$ cat src/design/csvt_pkg.sv
package csvt_pkg;

  // field parser modes
  typedef enum logic [2:0] {
    MODE_START  = 3'd0,
    MODE_PLAIN  = 3'd1,
    MODE_QUOTED = 3'd2,
    MODE_QSEEN  = 3'd3,
    MODE_AFTER  = 3'd4
  } field_mode_e;

  // line break bytes
  localparam logic [7:0] BYTE_CR = 8'd13;
  localparam logic [7:0] BYTE_LF = 8'd10;

  // register reset values
  localparam logic [7:0] SEP_RESET   = 8'd44;
  localparam logic [7:0] QUOTE_RESET = 8'd34;

  // register indexes
  localparam logic REG_SEPARATOR = 1'b0;
  localparam logic REG_QUOTE     = 1'b1;

  // result fifo geometry
  localparam int unsigned FifoDepth = 4;
  localparam int unsigned PtrW      = $clog2(FifoDepth);
  localparam int unsigned CntW      = $clog2(FifoDepth + 1);

  // one result transaction
  typedef struct packed {
    logic       has_byte;
    logic [7:0] out_byte;
    logic       field_end;
    logic       row_end;
    logic       last;
  } result_t;

  // all results caused by one byte, plus the following state
  typedef struct packed {
    logic [1:0]  num;
    result_t     res0;
    result_t     res1;
    field_mode_e mode;
    logic        pending_cr;
  } step_t;

endpackage

$ cat src/design/csvt_step.sv
module csvt_step import csvt_pkg::*; (
  input  logic [7:0]  in_byte_i,
  input  field_mode_e mode_i,
  input  logic        pending_cr_i,
  input  logic [7:0]  sep_i,
  input  logic [7:0]  quote_i,
  output step_t       step_o
);

  typedef struct packed {
    logic        valid;
    result_t     res;
    field_mode_e mode;
  } proc_t;

  // one byte through the field machine, no line break detection
  function automatic proc_t proc_byte(input logic [7:0] b, input field_mode_e m,
                                      input logic [7:0] sep, input logic [7:0] q);
    proc_t p;
    p = '0;
    p.mode = m;
    case (m)
      MODE_PLAIN: begin
        if (b == sep) begin
          p.mode = MODE_START;
          p.valid = 1'b1;
          p.res.field_end = 1'b1;
        end else begin
          p.valid = 1'b1;
          p.res.has_byte = 1'b1;
          p.res.out_byte = b;
        end
      end
      MODE_QUOTED: begin
        if (b == q) begin
          p.mode = MODE_QSEEN;
        end else begin
          p.valid = 1'b1;
          p.res.has_byte = 1'b1;
          p.res.out_byte = b;
        end
      end
      MODE_QSEEN: begin
        if (b == q) begin
          p.mode = MODE_QUOTED;
          p.valid = 1'b1;
          p.res.has_byte = 1'b1;
          p.res.out_byte = b;
        end else if (b == sep) begin
          p.mode = MODE_START;
          p.valid = 1'b1;
          p.res.field_end = 1'b1;
        end else begin
          p.mode = MODE_AFTER;
        end
      end
      MODE_AFTER: begin
        if (b == sep) begin
          p.mode = MODE_START;
          p.valid = 1'b1;
          p.res.field_end = 1'b1;
        end
      end
      default: begin
        if (b == sep) begin
          p.mode = MODE_START;
          p.valid = 1'b1;
          p.res.field_end = 1'b1;
        end else if (b == q) begin
          p.mode = MODE_QUOTED;
        end else begin
          p.mode = MODE_PLAIN;
          p.valid = 1'b1;
          p.res.has_byte = 1'b1;
          p.res.out_byte = b;
        end
      end
    endcase
    return p;
  endfunction

  proc_t held_p;
  proc_t new_p;

  // held carriage return first, then the new byte
  always_comb begin
    held_p = proc_byte(BYTE_CR, mode_i, sep_i, quote_i);
    if (!pending_cr_i) begin
      held_p = '0;
      held_p.mode = mode_i;
    end
    new_p = proc_byte(in_byte_i, held_p.mode, sep_i, quote_i);
    if (in_byte_i == BYTE_CR) begin
      new_p = '0;
      new_p.mode = held_p.mode;
    end
  end

  // pack results in order and mark the final one
  always_comb begin
    step_o = '0;
    if (pending_cr_i && (in_byte_i == BYTE_LF)) begin
      step_o.num = 2'd1;
      step_o.res0.field_end = 1'b1;
      step_o.res0.row_end = 1'b1;
      step_o.res0.last = 1'b1;
      step_o.mode = MODE_START;
      step_o.pending_cr = 1'b0;
    end else begin
      step_o.mode = new_p.mode;
      step_o.pending_cr = (in_byte_i == BYTE_CR);
      if (held_p.valid && new_p.valid) begin
        step_o.num = 2'd2;
        step_o.res0 = held_p.res;
        step_o.res1 = new_p.res;
        step_o.res1.last = 1'b1;
      end else if (held_p.valid) begin
        step_o.num = 2'd1;
        step_o.res0 = held_p.res;
        step_o.res0.last = 1'b1;
      end else if (new_p.valid) begin
        step_o.num = 2'd1;
        step_o.res0 = new_p.res;
        step_o.res0.last = 1'b1;
      end
    end
  end

endmodule

$ cat src/design/csvt_res_fifo.sv
module csvt_res_fifo import csvt_pkg::*; (
  input  logic            clk_i,
  input  logic            rst_ni,
  input  logic [1:0]      push_num_i,
  input  result_t         push0_i,
  input  result_t         push1_i,
  input  logic            pop_i,
  output result_t         head_o,
  output logic            not_empty_o,
  output logic [CntW-1:0] count_o
);

  result_t           mem_q [FifoDepth];
  logic [PtrW-1:0]   wr_ptr_q, wr_ptr_d;
  logic [PtrW-1:0]   rd_ptr_q, rd_ptr_d;
  logic [CntW-1:0]   count_q, count_d;
  logic [PtrW-1:0]   wr_ptr_nxt;

  assign wr_ptr_nxt = wr_ptr_q + PtrW'(1);

  // pointer and fill count update
  always_comb begin
    wr_ptr_d = wr_ptr_q + PtrW'(push_num_i);
    rd_ptr_d = rd_ptr_q + PtrW'(pop_i);
    count_d  = count_q + CntW'(push_num_i) - CntW'(pop_i);
  end

  always_ff @(posedge clk_i or negedge rst_ni) begin
    if (!rst_ni) begin
      wr_ptr_q <= '0;
      rd_ptr_q <= '0;
      count_q  <= '0;
    end else begin
      wr_ptr_q <= wr_ptr_d;
      rd_ptr_q <= rd_ptr_d;
      count_q  <= count_d;
    end
  end

  // result storage, up to two writes a cycle
  always_ff @(posedge clk_i) begin
    if (push_num_i != 2'd0) begin
      mem_q[wr_ptr_q] <= push0_i;
    end
    if (push_num_i == 2'd2) begin
      mem_q[wr_ptr_nxt] <= push1_i;
    end
  end

  assign head_o      = mem_q[rd_ptr_q];
  assign not_empty_o = (count_q != '0);
  assign count_o     = count_q;

endmodule

$ cat src/design/csv_field_tokenizer_unit.sv
// channel  direction  handshake                      payload
// input    in         in_valid_i / in_ready_o        in_byte_i
// output   out        out_valid_o / out_ready_i      has_byte_o out_byte_o field_end_o
//                                                    row_end_o last_o
// config   in         psel penable pwrite / pready   paddr pwdata prdata
//
// one byte per cycle sustained while the output keeps up: a byte waits in the input
// register, is parsed in a single pass and its zero to two results enter a four-entry
// result fifo; results leave one per cycle, so the output port sets the rate
// a held byte leaves the input register only while the fifo has room for two results
// output stalls back up into the input channel once fewer than two fifo entries are free
// reset returns both registers to comma and double quote and the parser to field start
module csv_field_tokenizer_unit import csvt_pkg::*; (
  input  logic        clk_i,
  input  logic        rst_ni,
  input  logic        in_valid_i,
  output logic        in_ready_o,
  input  logic [7:0]  in_byte_i,
  output logic        out_valid_o,
  input  logic        out_ready_i,
  output logic        has_byte_o,
  output logic [7:0]  out_byte_o,
  output logic        field_end_o,
  output logic        row_end_o,
  output logic        last_o,
  input  logic        psel,
  input  logic        penable,
  input  logic        pwrite,
  input  logic [2:0]  paddr,
  input  logic [31:0] pwdata,
  output logic [31:0] prdata,
  output logic        pready
);

  logic [7:0]      sep_q, quote_q;
  logic            in_vld_q;
  logic [7:0]      in_byte_q;
  field_mode_e     mode_q;
  logic            pending_cr_q;
  step_t           step;
  logic            proc_fire;
  logic [1:0]      push_num;
  logic            pop;
  result_t         head;
  logic            not_empty;
  logic [CntW-1:0] fifo_count;
  logic            cfg_wr;
  logic            reg_idx;

  // configuration registers
  assign pready  = 1'b1;
  assign reg_idx = paddr[2];
  assign cfg_wr  = psel && penable && pwrite;

  always_ff @(posedge clk_i or negedge rst_ni) begin
    if (!rst_ni) begin
      sep_q   <= SEP_RESET;
      quote_q <= QUOTE_RESET;
    end else if (cfg_wr) begin
      if (reg_idx == REG_SEPARATOR) begin
        sep_q <= pwdata[7:0];
      end else begin
        quote_q <= pwdata[7:0];
      end
    end
  end

  always_comb begin
    prdata = '0;
    if (reg_idx == REG_SEPARATOR) begin
      prdata[7:0] = sep_q;
    end else begin
      prdata[7:0] = quote_q;
    end
  end

  // byte is parsed once the fifo has room for two results
  assign proc_fire  = in_vld_q && (fifo_count <= CntW'(FifoDepth - 2));
  assign in_ready_o = !in_vld_q || proc_fire;

  // input register
  always_ff @(posedge clk_i or negedge rst_ni) begin
    if (!rst_ni) begin
      in_vld_q <= 1'b0;
    end else if (in_ready_o) begin
      in_vld_q <= in_valid_i;
    end
  end

  always_ff @(posedge clk_i) begin
    if (in_ready_o && in_valid_i) begin
      in_byte_q <= in_byte_i;
    end
  end

  // single pass parse
  csvt_step u_step (
    .in_byte_i    (in_byte_q),
    .mode_i       (mode_q),
    .pending_cr_i (pending_cr_q),
    .sep_i        (sep_q),
    .quote_i      (quote_q),
    .step_o       (step)
  );

  // parser state
  always_ff @(posedge clk_i or negedge rst_ni) begin
    if (!rst_ni) begin
      mode_q       <= MODE_START;
      pending_cr_q <= 1'b0;
    end else if (proc_fire) begin
      mode_q       <= step.mode;
      pending_cr_q <= step.pending_cr;
    end
  end

  // result fifo
  assign push_num = proc_fire ? step.num : 2'd0;
  assign pop      = not_empty && out_ready_i;

  csvt_res_fifo u_fifo (
    .clk_i       (clk_i),
    .rst_ni      (rst_ni),
    .push_num_i  (push_num),
    .push0_i     (step.res0),
    .push1_i     (step.res1),
    .pop_i       (pop),
    .head_o      (head),
    .not_empty_o (not_empty),
    .count_o     (fifo_count)
  );

  assign out_valid_o = not_empty;
  assign has_byte_o  = head.has_byte;
  assign out_byte_o  = head.out_byte;
  assign field_end_o = head.field_end;
  assign row_end_o   = head.row_end;
  assign last_o      = head.last;

  // fifo never overfills
  assert property (@(posedge clk_i) disable iff (!rst_ni)
    fifo_count <= CntW'(FifoDepth))
    else $error("result fifo overflow");

  // a row end always closes a field and ends its byte's results
  assert property (@(posedge clk_i) disable iff (!rst_ni)
    out_valid_o && row_end_o |-> field_end_o && last_o)
    else $error("row end without field end");

  // mark-only results carry a zero byte
  assert property (@(posedge clk_i) disable iff (!rst_ni)
    out_valid_o && !has_byte_o |-> out_byte_o == 8'd0)
    else $error("stray byte on mark");

  // a stalled input byte stays in the register
  assert property (@(posedge clk_i) disable iff (!rst_ni)
    in_vld_q && !proc_fire |=> in_vld_q && $stable(in_byte_q))
    else $error("input byte lost");

endmodule
$ cat config.mk
export PLATFORM = sky130hd
export DESIGN_NAME = csv_field_tokenizer_unit
export DESIGN_NICKNAME = d
export VERILOG_FILES = /design/src/design/csvt_pkg.sv /design/src/design/csvt_step.sv /design/src/design/csvt_res_fifo.sv /design/src/design/csv_field_tokenizer_unit.sv
export SDC_FILE = /design/constraint.sdc
export NUM_CORES = 1
export LEC_CHECK = 0
export BUFFER_PORTS_ARGS = -buffer_cell sky130_fd_sc_hd__buf_2
export CAP_MARGIN = 20
export CORE_AREA = 2 2 150 152
export DETAILED_ROUTE_END_ITERATION = 10
export DIE_AREA = 0 0 152 154
export GPL_ROUTABILITY_DRIVEN = 0
export GPL_TIMING_DRIVEN = 0
export PLACE_DENSITY = 0.44
export SYNTH_ARGS = -nofsm -noshare
export SYNTH_HDL_FRONTEND = slang
export SYNTH_HIERARCHICAL = 1
export SYNTH_SLANG_ARGS = --single-unit
$ cat constraint.sdc
create_clock -name clk_i -period 11.4 [get_ports clk_i]
set_input_delay 0.57 -clock clk_i [delete_from_list [all_inputs] [get_ports clk_i]]
set_output_delay 0.57 -clock clk_i [all_outputs]
set_load 0.01 [all_outputs]
Word-level counts from Yosys, hierarchy flattened:

Memories as Yosys holds them, arrays and structs flattened.
Index checks and enable logic that the tools add are counted.

* add/sub/neg operators: 5
* order comparisons: 1
* equal/unequal tests: 15
* muxes and demuxes: 53
* bitwise gates (word level): 1
* reduce and logical (&&, ||, !) cells: 15

Operators by type and width (number)
* $pmux W9 S4: 2
* $mux W9: 7
* $mux W3: 11
* $mux W16: 2
* $mux W13: 2
* $mux W12: 2
* $mux W10: 2
* $pmux W3 S3: 2
* $eq A4 B8 Y1 const A: 2
* $eq A8 B4 Y1 const B: 2
* $eq A8 B8 Y1: 2
* $mux W14: 1
* $eq A3 B2 Y1 const B: 4
* $mux W1: 12
* $mux W2: 4
* $mux W8: 1
* $pmux W1 S4: 2
* $logic_and A1 B1 Y1: 7
* $eq A3 B1 Y1 const B: 2
* $eq A3 B3 Y1 const B: 2
* $mux W4: 1
* $pmux W1 S2: 2
* $reduce_and A2 Y1: 2
* $reduce_or A2 Y1: 2
* other kinds (12): 12

* bits in registers: 36
* memory bits (writable): 48
* input bits: 50
* output and inout port bits: 47
* logic and storage cells: 100
* memories: 1

Memory list
* u_fifo.mem_q: words 4, width 12, read ports 1, clocked after memory_dff 0, write ports 2, RTL line csvt_res_fifo.sv:13 `result_t mem_q [FifoDepth];`

Logic depth before layout (Yosys ltp):

* word-level depth: 17
* mapped depth: 27
* depth with buffers taken out: 25

Modules after synthesis:

Netlist, hierarchy kept.

By module, submodules not included
* csvt_res_fifo: instances 1, cells an instance 152, area each 2887.8 µm², sequential area each 1616.6 µm²
* csv_field_tokenizer_unit: instances 1, cells an instance 98, area each 1395.1 µm², sequential area each 772.0 µm²
* csvt_step: instances 1, cells an instance 166, area each 1092.3 µm², sequential area each 0.0 µm²

Least setup slack after synthesis:

OpenSTA, ideal clock, no wires.

* path type: reg2reg
* start point: register quote_q[1]
* end point: memory u_fifo/mem_q[0][0] in the netlist's numbering, enable pin
* library setup time: 0.400 ns
* arrival: 5.018 ns
* data required time: 11.000 ns
* path slack: 5.982 ns
* cell stages (with the launch flop): 22
* path buffers: 1
* clock period less this slack: 5.418 ns
* cells stage by stage: dfstp_2 -> and4b_1 -> nand2_1 -> inv_1 -> ha_1 -> or3b_2 -> a21oi_1 -> a211oi_1 -> nand2_1 -> nor2_1 -> ha_1 -> inv_1 -> maj3_1 -> o21ai_2 -> nor2_1 -> ha_1 -> or2_2 -> buf_4 -> inv_1 -> nor2_1 -> nor2_1 -> o31ai_1

RTL lines
* start, declared: RTL line csv_field_tokenizer_unit.sv:35 `logic [7:0] sep_q, quote_q;`
* start signal, assigned: RTL line csv_field_tokenizer_unit.sv:63 `quote_q <= pwdata[7:0];`
* end, declared: RTL line csvt_res_fifo.sv:13

==> out/results.txt <==
cells after synthesis - 416
Hold Path Class - in -> async
clk root buf - clkbuf_16
Rel. slew slack - 37.07%
Startpoint Class - register
Nets - 555
count of antenna-violating nets left after detailed routing - 0
CTS Sinks - 84
Syn Area/Cell - 12.92 um2
Post-CTS Resized - 0
Vias per Instance - 4.472
postcts setup bufs - 0
Clk pin slew, worst setup/hold paths - 0.07 ns
number of synthesized flops with an enable pin - 56
measured slew at the worst slew-check pin - 0.9361 ns
wire per inst - 16.56 um
clk_lat worst skew - 0.35 ns
Critical R2R Launch - quote_q[4]$_DFFE_PN0P_
hold buffer count at CTS - 0
starting density of the core - 24.78%
Fin. Hold Viols - 0
Synth top cells by count - edfxtp_1 (56), mux2_2 (38), buf_4 (30)
DR pass1 iterations - 4
largest net degree at the start of global routing - 29
io pins - 97
Worst setup EP type - register
Worst EP required - 11.45 ns
ys flop type - edfxtp_1
Max FO, Critical Path - 9
Layout Area Growth over Synthesis - 18.48%
die width - 152 um
Worst Setup Path Type - reg -> reg
CP arrival - 6.23 ns
Non-Filler Instances - 781
DRC viols - 0
maxcap violations - 0
Setup Total Neg Slack - 0 ns
Yosys cell types - 74
vias in the first global route - 3533
CTS tree - done
CORE AREA - 21690 um2
die area - 23410 um2
clock skew - 0.008904 ns
setup violators final - 0
share of layout cells above drive strength 1 - 41.12%
Worst VDD drop - 0.09465 mV
status - finished clean
post-synth top area share - 31.28%
worst r2r dst - u_fifo/mem_q[0][3]$_DFFE_PP_
grt ovf - 0
Clock Path Buffers - 2
top-count cell post-synth - edfxtp_1
unrepaired setup endpoints after global routing - false
global-route wire length before repair - 20300 um
placed instance count - 765
H-tree Lvls - 3
sequential area share after synthesis - 44.44%
Tcrit/Tclk final - 54.16%
yosys warns - 6
leak pwr - 2.576 nW
Cell Rows - 54
synth top area cells - edfxtp_1 (31%), dfrtp_1 (11%), mux2_2 (8.0%), mux2_4 (7.8%), mux4_2 (5.0%)
initial antenna violation count - 0
top achievable clock speed - 0.1620 GHz
gr usage total - 11.23%
Reg2Reg Depth - 22
Pwr per Cell Area - 208.6 nW/um2
Seq cells post-synth - 84
DRT iter0 DRCs - 279
Port-buffer cells - 44
fin. max-slew vios - 0
CTS buffer count - 9
Async S/R FF share, synth - 33.33%
largest area contributor in the netlist - edfxtp_1
Post-Synthesis Cell Area - 5375 um2
Die Height - 154 um
DRT Wirelength - 12930 um
ANT cells - 0
Tmin final - 6.175 ns
hpwl dp - 9650 um
Vias - 3493
reg-to-reg setup timing slack - 5.23 ns
[area by class of cell]
type,count,area (um2)
Fill cell,2190,15320
Multi-Input combinational cell,297,2706
Sequential cell,84,2389
Tap cell,280,350.3
Buffer,42,320.3
Timing Repair Buffer,46,242.7
Clock buffer,10,229.0
Clock inverter,6,71.32
Inverter,16,60.06
[worst max-delay path, cell delays in order (launching register included)]
cell	delay, ns
dfrtp_1	0.42
nor4_1	0.80
nand2_1	0.30
inv_1	0.20
ha_1	0.26
or3b_2	0.14
a21oi_1	0.07
a211oi_1	0.32
nand2_1	0.23
nor2_1	0.14
ha_1	0.15
inv_1	0.05
maj3_1	0.35
o21ai_2	0.27
nor2_1	0.08
ha_1	0.29
or2_2	0.14
buf_4	0.11
inv_1	0.03
nor2_1	0.53
nor2_1	0.13
o31ai_2	0.65
buf_6	0.24
[kinds of logic after synthesis]
logic type      after synthesis  share of synthesized area [%]
mux                          90                          23.28
buf+inv                      58                          7.076
fa+ha+maj                    10                          2.421
compound gates               50                          6.891
simple gates                100                          12.27
flops                        84                          44.44
other cells                   3                         0.2095
xor+xnor                     21                          3.422
[how the worst max path moves through the flow]
stage,start,to,cells after the start
6_report,quote_q[4]$_DFFE_PN0P_,u_fifo/mem_q[0][3]$_DFFE_PP_,22
5_1_grt,quote_q[4]$_DFFE_PN0P_,u_fifo/mem_q[0][5]$_DFFE_PP_,22
4_1_cts,quote_q[4]$_DFFE_PN0P_,u_fifo/mem_q[0][3]$_DFFE_PP_,22
3_5_place_dp,quote_q[4]$_DFFE_PN0P_,u_fifo/mem_q[0][6]$_DFFE_PP_,22
3_3_place_gp,quote_q[4]$_DFFE_PN0P_,u_fifo/mem_q[0][6]$_DFFE_PP_,21
2_1_floorplan,quote_q[1]$_DFFE_PN1P_,u_fifo/mem_q[0][0]$_DFFE_PP_,21
[registers in the layout, indices dropped and copies added (netlist names)]
name and cells:
u_fifo/count_o 3, u_fifo/rd_ptr_q 2, mode_q 3, u_fifo/wr_ptr_q 2, quote_q 8, in_byte_q 8, sep_q 8, pending_cr_q 1
u_fifo/mem_q 48, in_vld_q 1
[layout by cell type, fill, tap and decap left out, drive strengths merged, types with 5 or more instances in the layout]
cell and n:
mux2 76, xnor2 7, a21oi 7, ha 8, dfrtp 23, conb 26, buf 84, inv 18
edfxtp 56, nor4 8, nor3 6, mux4 12, xor2 14, nand2 11, dfstp 5, clkbuf 14
o21ai 8, and2 10, nand4 5, and3 8, nor2 21
[per-stage QoR]
stage	worst slack (ns)	hold WS (ns)	instance area, um2	utilization (%)	power, mW
6_report	5.225	0.2595	6369	29.36	1.328
4_1_cts	5.182	0.2758	6369	29.36	1.348
3_3_place_gp	4.256	0.4966	6032	27.81	1.032
5_1_grt	4.814	0.2935	6369	29.36	1.420
2_1_floorplan	5.982	0.2744	5461	-	0.8803
3_5_place_dp	5.206	0.5050	6068	27.98	1.047
[power breakdown]
part / switching (mW) / internal, mW
combinational: 0.267 / 0.272
clock: 0.124 / 0.172
sequential: 0.0595 / 0.434
[metal layers]
metal / GRT usage, % / wire [um] / vias to the layer above / share of wire, %
met3: 2.818 / 498 / 13 / 3.9
met2: 18.83 / 6202 / 98 / 48
met4: 3.071 / 161 / 0 / 1.2
li1: - / - / 1688 / -
met1: 14.41 / 6072 / 1694 / 47
met5: 0 / 0 / - / 0
Note: power is estimated with default switching activity, not from simulation.
